File: config.mk
export PLATFORM = sky130hd
export DESIGN_NAME = hex_dump_line_formatter
export DESIGN_NICKNAME = d
export VERILOG_FILES = /design/src/hw/rtl/hdlf_pkg.sv /design/src/hw/rtl/hex_dump_line_formatter.sv
export SDC_FILE = /design/constraint.sdc
export NUM_CORES = 1
export LEC_CHECK = 0
export BUFFER_PORTS_ARGS = -buffer_cell sky130_fd_sc_hd__clkbuf_2
export CAP_MARGIN = 0
export CORE_MARGIN = 1
export CORE_UTILIZATION = 43
export DETAILED_ROUTE_END_ITERATION = 10
export PLACE_DENSITY = 0.55
export SYNTH_ARGS = -nofsm -noshare
export SYNTH_HDL_FRONTEND = slang
export SYNTH_SLANG_ARGS = --single-unit
File: constraint.sdc
create_clock -name i_clk -period 3.2 [get_ports i_clk]
set_input_delay 0.64 -clock i_clk [delete_from_list [all_inputs] [get_ports i_clk]]
set_output_delay 0.64 -clock i_clk [all_outputs]
set_load 0.01 [all_outputs]
File: src/hw/rtl/hdlf_pkg.sv
// Shared types, character codes and helper functions of the hex dump line formatter.
package hdlf_pkg;

    // Input word: one data byte or an end-of-data marker.
    typedef struct packed {
        logic       func;
        logic [7:0] data_byte;
    } t_in_word;

    // Output word: one character of dump text.
    typedef struct packed {
        logic [7:0] out_char;
        logic       last;
    } t_out_word;

    // Input function codes.
    localparam logic FUNC_DATA  = 1'b0;
    localparam logic FUNC_FLUSH = 1'b1;

    // Character codes.
    localparam logic [7:0] CH_SPACE   = 8'h20;
    localparam logic [7:0] CH_COLON   = 8'h3a;
    localparam logic [7:0] CH_DOT     = 8'h2e;
    localparam logic [7:0] CH_NEWLINE = 8'h0a;
    localparam logic [7:0] CH_TAB     = 8'h09;
    localparam logic [7:0] CH_NUL     = 8'h00;
    localparam logic [7:0] CH_ZERO    = 8'h30;
    localparam logic [7:0] CH_LOWER_A = 8'h61;

    // Sequencer states.
    typedef enum logic [2:0] {
        ST_IDLE,
        ST_OFS,
        ST_HEX,
        ST_PAD,
        ST_SEP,
        ST_TXT_RD,
        ST_TXT_WR,
        ST_NL
    } t_state;

    // Lowercase hex digit of a nibble.
    function automatic logic [7:0] f_hex(input logic [3:0] nib);
        logic [7:0] wide;
        wide = {4'h0, nib};
        if (nib < 4'd10) begin
            f_hex = CH_ZERO + wide;
        end else begin
            f_hex = CH_LOWER_A + wide - 8'd10;
        end
    endfunction

    // Character shown in the text column for a raw byte.
    function automatic logic [7:0] f_shown(input logic [7:0] b);
        if (b == CH_NEWLINE || b == CH_TAB || b == CH_NUL) begin
            f_shown = CH_DOT;
        end else begin
            f_shown = b;
        end
    endfunction

endpackage

File: src/hw/rtl/hex_dump_line_formatter.sv
// Top level of the hex dump line formatter: sequencer, line memory and output register.
//
// The block turns a stream of bytes into hex dump text, one ASCII character
// per output word. Each line opens with the stream offset as eight lowercase
// hex digits and ": ", each byte adds two hex digits (and a space after every
// odd byte position), and a full line ends with a space, the line's bytes as
// text (newline, tab and zero shown as '.') and a newline. An end-of-data word
// pads a partial line with three spaces per missing byte, adds a space and the
// text, and rewinds the offset to start_offset; with an empty line it emits
// nothing. Characters leave at most one per clock while the consumer takes them.
// A data byte is taken in the idle state, and the offset comes first at the
// start of a line; every text byte of a full line is fetched from the
// synchronous line memory in a read state before it is placed. A new input
// word is taken once every character of the previous one has been placed in
// the output register; the last character may still be waiting there. The
// start_offset register may be written only while the block is idle, and the
// write also loads the running offset.
module hex_dump_line_formatter #(
    parameter int BYTES_PER_LINE = 16
) (
    input  logic                 i_clk,
    input  logic                 i_rst_n,
    // Configuration write channel: start_offset.
    input  logic                 i_cfg_valid,
    output logic                 o_cfg_ready,
    input  logic [31:0]          i_cfg_data,
    // Input channel.
    input  logic                 i_in_valid,
    output logic                 o_in_ready,
    input  hdlf_pkg::t_in_word   i_in_word,
    // Output channel.
    output logic                 o_out_valid,
    input  logic                 i_out_ready,
    output hdlf_pkg::t_out_word  o_out_word
);

    // Fill count holds 0..BYTES_PER_LINE; the memory index holds 0..BYTES_PER_LINE-1.
    localparam int FW      = $clog2(BYTES_PER_LINE + 1);
    localparam int IW      = $clog2(BYTES_PER_LINE);
    localparam int PAD_MAX = 3 * (BYTES_PER_LINE - 1);
    localparam int CW      = ($clog2(PAD_MAX + 1) > 4) ? $clog2(PAD_MAX + 1) : 4;
    localparam int OFS_END = 9;

    hdlf_pkg::t_state r_state, n_state;

    logic [31:0]   r_start, n_start;
    logic [31:0]   r_pos, n_pos;
    logic [FW-1:0] r_fill, n_fill;
    logic [CW-1:0] r_cnt, n_cnt;
    logic [IW-1:0] r_idx, n_idx;
    logic [7:0]    r_byte, n_byte;
    logic          r_flush, n_flush;

    logic                 r_out_valid, n_out_valid;
    hdlf_pkg::t_out_word  r_out, n_out;

    // Line memory: written when a data byte is taken, read by the text phase.
    logic [7:0] r_mem [BYTES_PER_LINE];
    logic [7:0] r_rd;

    logic       w_accept;
    logic       w_slot;
    logic       w_emit;
    logic [7:0] w_char;
    logic       w_last;
    logic [3:0] w_nib;
    logic       w_space;
    logic       w_full;
    logic       w_hex_end;
    logic       w_idx_last;

    assign o_cfg_ready = 1'b1;
    assign o_in_ready  = (r_state == hdlf_pkg::ST_IDLE);
    assign w_accept    = i_in_valid && o_in_ready;
    // The output register can take a character when empty or being drained.
    assign w_slot      = !r_out_valid || i_out_ready;

    assign w_nib      = r_pos[(5'd28 - {r_cnt[2:0], 2'b00}) +: 4];
    assign w_space    = r_fill[0];
    assign w_full     = (r_fill == FW'(BYTES_PER_LINE - 1));
    assign w_hex_end  = w_space ? (r_cnt == CW'(2)) : (r_cnt == CW'(1));
    assign w_idx_last = ((FW'(r_idx) + FW'(1)) == r_fill);

    // Next-state logic. Character states advance only when a character is placed.
    always_comb begin
        n_state = r_state;
        unique case (r_state)
            hdlf_pkg::ST_IDLE: begin
                if (w_accept) begin
                    if (i_in_word.func == hdlf_pkg::FUNC_DATA) begin
                        n_state = (r_fill == '0) ? hdlf_pkg::ST_OFS : hdlf_pkg::ST_HEX;
                    end else if (r_fill != '0) begin
                        n_state = hdlf_pkg::ST_PAD;
                    end
                end
            end
            hdlf_pkg::ST_OFS: begin
                if (w_slot && r_cnt == CW'(OFS_END)) begin
                    n_state = hdlf_pkg::ST_HEX;
                end
            end
            hdlf_pkg::ST_HEX: begin
                if (w_slot && w_hex_end) begin
                    n_state = w_full ? hdlf_pkg::ST_SEP : hdlf_pkg::ST_IDLE;
                end
            end
            hdlf_pkg::ST_PAD: begin
                if (w_slot && r_cnt == CW'(1)) begin
                    n_state = hdlf_pkg::ST_SEP;
                end
            end
            hdlf_pkg::ST_SEP: begin
                if (w_slot) begin
                    n_state = hdlf_pkg::ST_TXT_RD;
                end
            end
            hdlf_pkg::ST_TXT_RD: begin
                n_state = hdlf_pkg::ST_TXT_WR;
            end
            hdlf_pkg::ST_TXT_WR: begin
                if (w_slot) begin
                    if (!w_idx_last) begin
                        n_state = hdlf_pkg::ST_TXT_RD;
                    end else if (r_flush) begin
                        n_state = hdlf_pkg::ST_IDLE;
                    end else begin
                        n_state = hdlf_pkg::ST_NL;
                    end
                end
            end
            hdlf_pkg::ST_NL: begin
                if (w_slot) begin
                    n_state = hdlf_pkg::ST_IDLE;
                end
            end
        endcase
    end

    // Output and datapath logic.
    always_comb begin
        n_start = r_start;
        n_pos   = r_pos;
        n_fill  = r_fill;
        n_cnt   = r_cnt;
        n_idx   = r_idx;
        n_byte  = r_byte;
        n_flush = r_flush;
        w_emit  = 1'b0;
        w_char  = hdlf_pkg::CH_SPACE;
        w_last  = 1'b0;

        if (i_cfg_valid) begin
            n_start = i_cfg_data;
            n_pos   = i_cfg_data;
        end

        unique case (r_state)
            hdlf_pkg::ST_IDLE: begin
                if (w_accept) begin
                    n_byte = i_in_word.data_byte;
                    n_cnt  = '0;
                    n_idx  = '0;
                    if (i_in_word.func == hdlf_pkg::FUNC_DATA) begin
                        n_flush = 1'b0;
                    end else begin
                        n_flush = 1'b1;
                        n_cnt   = CW'(3 * (BYTES_PER_LINE - int'(r_fill)));
                        if (r_fill == '0) begin
                            // Empty line: nothing to print, only the rewind.
                            n_pos = r_start;
                        end
                    end
                end
            end
            hdlf_pkg::ST_OFS: begin
                w_emit = 1'b1;
                if (r_cnt < CW'(8)) begin
                    w_char = hdlf_pkg::f_hex(w_nib);
                end else if (r_cnt == CW'(8)) begin
                    w_char = hdlf_pkg::CH_COLON;
                end else begin
                    w_char = hdlf_pkg::CH_SPACE;
                end
                if (w_slot) begin
                    n_cnt = (r_cnt == CW'(OFS_END)) ? '0 : r_cnt + CW'(1);
                end
            end
            hdlf_pkg::ST_HEX: begin
                w_emit = 1'b1;
                if (r_cnt == '0) begin
                    w_char = hdlf_pkg::f_hex(r_byte[7:4]);
                end else if (r_cnt == CW'(1)) begin
                    w_char = hdlf_pkg::f_hex(r_byte[3:0]);
                end else begin
                    w_char = hdlf_pkg::CH_SPACE;
                end
                w_last = w_hex_end && !w_full;
                if (w_slot) begin
                    n_cnt = r_cnt + CW'(1);
                    if (w_hex_end) begin
                        n_fill = r_fill + FW'(1);
                        n_pos  = r_pos + 32'd1;
                        n_idx  = '0;
                    end
                end
            end
            hdlf_pkg::ST_PAD: begin
                w_emit = 1'b1;
                if (w_slot) begin
                    n_cnt = r_cnt - CW'(1);
                end
            end
            hdlf_pkg::ST_SEP: begin
                w_emit = 1'b1;
            end
            hdlf_pkg::ST_TXT_RD: begin
                // Memory read of entry r_idx is in flight.
            end
            hdlf_pkg::ST_TXT_WR: begin
                w_emit = 1'b1;
                w_char = hdlf_pkg::f_shown(r_rd);
                w_last = w_idx_last && r_flush;
                if (w_slot) begin
                    if (!w_idx_last) begin
                        n_idx = r_idx + IW'(1);
                    end else if (r_flush) begin
                        n_fill = '0;
                        n_pos  = r_start;
                    end
                end
            end
            hdlf_pkg::ST_NL: begin
                w_emit = 1'b1;
                w_char = hdlf_pkg::CH_NEWLINE;
                w_last = 1'b1;
                if (w_slot) begin
                    n_fill = '0;
                end
            end
        endcase

        n_out_valid = r_out_valid;
        n_out       = r_out;
        if (w_slot) begin
            n_out_valid     = w_emit;
            n_out.out_char  = w_char;
            n_out.last      = w_last;
        end
    end

    always_ff @(posedge i_clk) begin
        if (!i_rst_n) begin
            r_state     <= hdlf_pkg::ST_IDLE;
            r_start     <= '0;
            r_pos       <= '0;
            r_fill      <= '0;
            r_cnt       <= '0;
            r_flush     <= 1'b0;
            r_out_valid <= 1'b0;
        end else begin
            r_state     <= n_state;
            r_start     <= n_start;
            r_pos       <= n_pos;
            r_fill      <= n_fill;
            r_cnt       <= n_cnt;
            r_flush     <= n_flush;
            r_out_valid <= n_out_valid;
        end
    end

    always_ff @(posedge i_clk) begin
        r_idx  <= n_idx;
        r_byte <= n_byte;
        r_out  <= n_out;
    end

    // The byte lands at the fill position before the text phase reads it.
    always_ff @(posedge i_clk) begin
        if (w_accept && i_in_word.func == hdlf_pkg::FUNC_DATA) begin
            r_mem[r_fill[IW-1:0]] <= i_in_word.data_byte;
        end
        r_rd <= r_mem[r_idx];
    end

    assign o_out_valid = r_out_valid;
    assign o_out_word  = r_out;

endmodule

======== Yosys cells after proc, flatten, opt, wreduce, memory -nomap -nowiden ========
Memories as Yosys holds them, arrays and structs flattened. A register that Yosys moved wholly into a read port is not among the register bits.
Cells that the tools add are included.
cells by class
  add/subtract/negate cells ............... 17
  multipliers ............................. 1
  $lt $le $gt $ge ......................... 4
  equal/unequal tests ..................... 30
  shifts and indexed selects .............. 1
  multiplexer cells ....................... 59
  bitwise operators ....................... 1
  reduce and logical (&&, ||, !) cells .... 26
operators with widths
  cell                   number
  $mux 32                9
  $pmux 32 s3            1
  $mux 8                 7
  $mux 3                 12
  $mux 6                 6
  $mux 5                 7
  $add 32x1->32 const B  1
  $pmux 8 s4             1
  $shiftx 32x6->4        1
  $ne 2x2->1 const B     13
  $add 7x4->8 const A    3
  $pmux 3 s8             1
  $pmux 6 s4             1
  $sub 8x4->8 const B    3
  $add 6x4->7 const A    3
  $mux 4                 5
  $eq 8x4->1 const B     2
  $pmux 5 s3             1
  $eq 3x3->1 const B     4
  $eq 6x4->1 const B     2
  $lt 4x4->1 const B     3
  $pmux 4 s3             1
  $logic_not 8->1        1
  $reduce_and 8->1       1
  other kinds (35)       50
storage, ports and cells
  register bits ........................... 101
  memory bits (writable) .................. 128
  bits of input ports ..................... 46
  output and inout bits ................... 12
  logic and storage cells ................. 151
  memories ................................ 1
memory list
  memory  words  width  rd ports  clocked after Yosys merged registers in  wr ports  RTL line                       source
  r_mem   16     8      1         1                                        1         hex_dump_line_formatter.sv:58  logic [7:0] r_mem [BYTES_PER_LINE];

======== Logic depth before layout (Yosys ltp) ========
  depth after elaboration ................. 7
  mapped depth ............................ 12
  mapped depth without buffers ............ 11

======== Least setup slack after synthesis ========
Ideal clock, no wire load.
  kind .................................... register to register
  start point ............................. reg r_fill[0]
  end point ............................... reg r_cnt[4]
  arrival time ............................ 2657 ps
  path slack .............................. 423 ps
  stages on the path, launching flop included .. 13
  buffers on the path ..................... 1
  clock period less this slack ............ 2777 ps
  cells stage by stage .................... dfxtp_1 > buf_2 > inv_1 > ha_1 > nor3b_1 > ha_1 > inv_1 > ha_1 > ha_1 > xor2_1 > a221o_1 > o21ai_0 > a21oi_1
on the way
  longest elaborated chain between the ends .. 5
ends and longest elaborated chain
  item                      RTL line                        source
  start: declaration        hex_dump_line_formatter.sv:48   logic [FW-1:0] r_fill, n_fill;
  start signal: assignment  hex_dump_line_formatter.sv:264  r_fill <= n_fill;
  $sub 5x5->6               hex_dump_line_formatter.sv:167  n_cnt = CW'(3 * (BYTES_PER_LINE - int'(r_fill)));
  $mul 3x6->6               hex_dump_line_formatter.sv:167
  $mux 6                    hex_dump_line_formatter.sv:163  if (i_in_word.func == hdlf_pkg::FUNC_DATA) begin
  $mux 6                    hex_dump_line_formatter.sv:159  if (w_accept) begin
  $pmux 6 s4                hex_dump_line_formatter.sv:157  unique case (r_state)
  end signal: assignment    hex_dump_line_formatter.sv:265  r_cnt <= n_cnt;
  end: declaration          hex_dump_line_formatter.sv:49   logic [CW-1:0] r_cnt, n_cnt;
Every way passes these cells. The select of a mux whose other input is x is not followed.
A chain may end at the register's enable or synchronous reset.

======== Final worst setup path ========
  start point ............................. reg r_fill[1]
  end point ............................... reg r_cnt[4]
The elaborated chain is that of the path after synthesis.

==> run_results.csv <==
group,metric,value,unit
sta,worstMarginPinSlew,957,ps
clock_network,cts_resized,0,
flow_run,maxCapViolCount,0,
global_route,antenna_found_initial,0,
critical_path,worstPathArrival,3250,ps
placement,placed_cell_area,0.0131,sq mm
clock_network,cts_root_buf,"clkbuf_16",
drt,wl_per_cell,21.1,microns
outcome,run_status,"complete, no violations",
cells_and_area,final_area,0.0140,sq mm
floorplan,ios,58,
yosys,seq_area_frac_synth,51.5,%
yosys,synth-seq-cells,237,
global_route,grt_max_degree,52,
yosys,ys.flop_type,"edfxtp_1",
placement,gp_congestion,0.880,
drt,drtIter0Drc,785,
yosys,synth_async_sr_flop_share,0,%
critical_path,worst_ep_required_time,3650,ps
yosys,synthesis.area,0.0121,sq mm
critical_path,regToRegSetupSlack,400,ps
critical_path,cp-start-kind,"register",
global_route,met2_usage,37.8,%
critical_path,crit_path_end_kind,"register",
clock_network,ctsHoldBuffers,0,
sta,rsz0062_at_grt,"no",
yosys,synth-edff-count,149,
cells_and_area,final_cells,1547,
global_route,track_usage,23.1,%
sta,setup_viol,0,
drt,vias,9050,
drt,dr.pass1.iters,7,
sta,max-slew-margin-rel,36.0,%
clock_network,cts_made_buffers,27,
yosys,synth_cell_types,70,
placement,dp_slack,412,ps
critical_path,r2r-start,"r_fill[1]",
global_route,grt_pass1_vias,8783,
floorplan,die_h,170,microns
clock_network,clock-sinks,237,
cells_and_area,drive_gt1_share,19.4,%
power_and_ir_drop,powerDensity,766,mW/mm^2
clock_network,insertion_delay,560,ps
sta,fin_ws,398,ps
clock_network,cts.htree.levels,1,
cells_and_area,synthToLayoutAreaGrowth,15.4,%
clock_network,cts.clk_slew.worst_paths,60,ps
critical_path,critPathMaxFanout,8,
global_route,grt_pass1_wl,51100,microns
power_and_ir_drop,leakagePower,4.87,nW
floorplan,dieArea,0.0288,sq mm
global_route,grt_overflow,0,
yosys,synth_top_area_share,37.0,%
drt,ant_nets,0,
cells_and_area,nets,1218,
global_route,use_met3,3.17,%
yosys,yosysTopAreaCell,"edfxtp_1",
critical_path,reg2regPathDepth,11,
global_route,use_met1,32.2,%
critical_path,r2r-end,"r_cnt[4]",
sta,fin_crit_sh,87.6,%
sta,fmaxAchievable,357,MHz
cells_and_area,antenna_cells,0,
critical_path,worstSetupPathType,"reg -> reg",
yosys,ys_warn_count,0,
floorplan,start_util,43.7,%
sta,setup_tns,0,ps
yosys,syn-num-nets,1141,
clock_network,cts_tree,"done",
yosys,synthCells,1071,
clock_network,post_cts_buffers,0,
floorplan,coreArea,0.0277,sq mm
sta,finClkSkew,17.5,ps
placement,placed_cells,1497,
drt,viasPerCell,5.85,
critical_path,startpoint,"r_fill[1]",
critical_path,crit_end,"r_cnt[4]",
clock_network,cts_buffer_depth,3,
global_route,gr-max-usage-layer,"met2",
yosys,yosys-top-cells-area,"edfxtp_1 (37%), dfxtp_1 (15%), mux4_2 (8.9%)",
min_path,worstHoldPathType,"in -> reg",
floorplan,num_rows,61,
drt,wirelength,32700,microns
yosys,syn_avg_cell_area,11.3,sq um
sta,period_minus_slack,2800,ps
placement,portBuffers,56,
floorplan,fp.dieW,170,microns
sta,slew_violations,0,
placement,dp_hpwl,22300,microns
power_and_ir_drop,ir_worst_vdd,0.448,mV
drt,route.detailed.drc,0,
sta,hold_violations,0,
==> layout by cell type, fill, tap and decap left out, types with 7 or more instances in the layout <==
cell type,n
xor2_1,10
o211ai_1,13
a211oi_1,7
edfxtp_1,149
buf_4,58
nand2b_1,26
nor3_1,23
a221oi_1,8
a31oi_1,8
mux2_2,7
nor2_1,66
xnor2_1,43
o221ai_1,25
mux4_2,48
mux2i_1,25
ha_1,23
nand3_1,26
nand4_1,12
nor4_1,7
a21oi_1,73
inv_1,45
a221o_1,10
nor2b_1,11
dfxtp_1,88
o21ai_0,85
clkbuf_2,55
nand2_1,70
clkbuf_16,27
a22oi_1,10
==> worst max-delay path, cell delays in order, from the launching register on <==
cell and delay, ps:
dfxtp_1 470, inv_1 130, ha_1 240, nor3b_1 150, ha_1 320, inv_1 50, ha_1 270, ha_1 320
xor2_1 150, a221o_1 360, o21ai_0 160, a21oi_1 80
==> where the power goes <==
part	switching (mW)	internal [mW]	total [mW]
registers	0.412	3.61	4.02
clock network	1.27	1.87	3.14
logic	2.01	1.53	3.54
==> cell families (layout without fill, tap and decap cells) <==
group           Yosys count  in the layout  synth area share, %
compound gates          282            282                 15.0
simple gates            278            278                 11.6
flops                   237            237                 51.5
buf+inv                 116            214                 3.87
mux                      80             80                 11.6
xor+xnor                 53             53                 3.83
fa+ha+maj                24             24                 2.54
other cells               1              1               0.0310
==> worst min-delay path by stage <==
| stage | start | endpoint | slack [ps] | cells past startpoint |
|---|---|---|---|---|
| floorplan | r_start[24] | r_start[24] | 460 | 2 |
| global placement | r_start[24] | r_start[24] | 470 | 2 |
| detailed placement | r_start[24] | r_start[24] | 470 | 2 |
| CTS | i_cfg_data[16] | r_start[16] | 320 | 3 |
| global route | i_cfg_data[17] | r_start[17] | 330 | 3 |
| finish | i_cfg_data[20] | r_start[20] | 340 | 3 |
==> Yosys cell counts (4+ instances only) <==
cell type	count
and2_1	6
dfxtp_1	88
nand4_1	12
nor2_1	68
o21ai_0	85
nand3_1	26
and3_1	5
a22oi_1	10
xor2_1	10
nand2_1	70
o21a_1	4
and4_1	4
a221oi_1	8
a222oi_1	5
clkbuf_1	42
nor2b_1	11
mux4_2	48
inv_1	45
a31oi_1	8
o211ai_1	13
ha_1	23
mux2i_1	25
buf_1	11
o221ai_1	25
nand2b_1	26
edfxtp_1	149
nor4_1	8
a221o_1	10
mux2_2	7
a211oi_1	7
o22ai_1	6
a21oi_1	73
buf_2	11
nor3_1	24
xnor2_1	43
==> layout make-up <==
type,count,area (sq um)
fillers,2478,13700
flip-flops and latches,237,6240
multi-input cells,718,5430
repair buffers,116,756
clock buffers,36,739
well taps,378,473
inverters,48,180
clock inverters,14,160
==> per-stage QoR <==
step,util (%),hold WS [ps],power (mW)
2_1_floorplan,-,455,6.44
3_3_place_gp,47.2,467,7.58
3_5_place_dp,47.2,473,7.58
4_1_cts,50.4,316,10.8
5_1_grt,50.4,332,11.2
6_report,50.4,335,10.7
==> layer usage <==
layer  part of all wire [%]  wire length [microns]
met1                     45                  14800
met2                     47                  15300
met3                    5.3                   1740
met4                    2.4                    795
met5                      0                      0
==> registers in the layout, summed over array words and instances (netlist names) <==
signal and cells:
r_rd 8, r_pos 32, r_byte 8, o_out_word 9, r_flush 1, r_idx 4, r_mem 128, r_state 3
o_out_valid 1, r_cnt 6, r_start 32, r_fill 5
(Power assumes the default switching activity.)
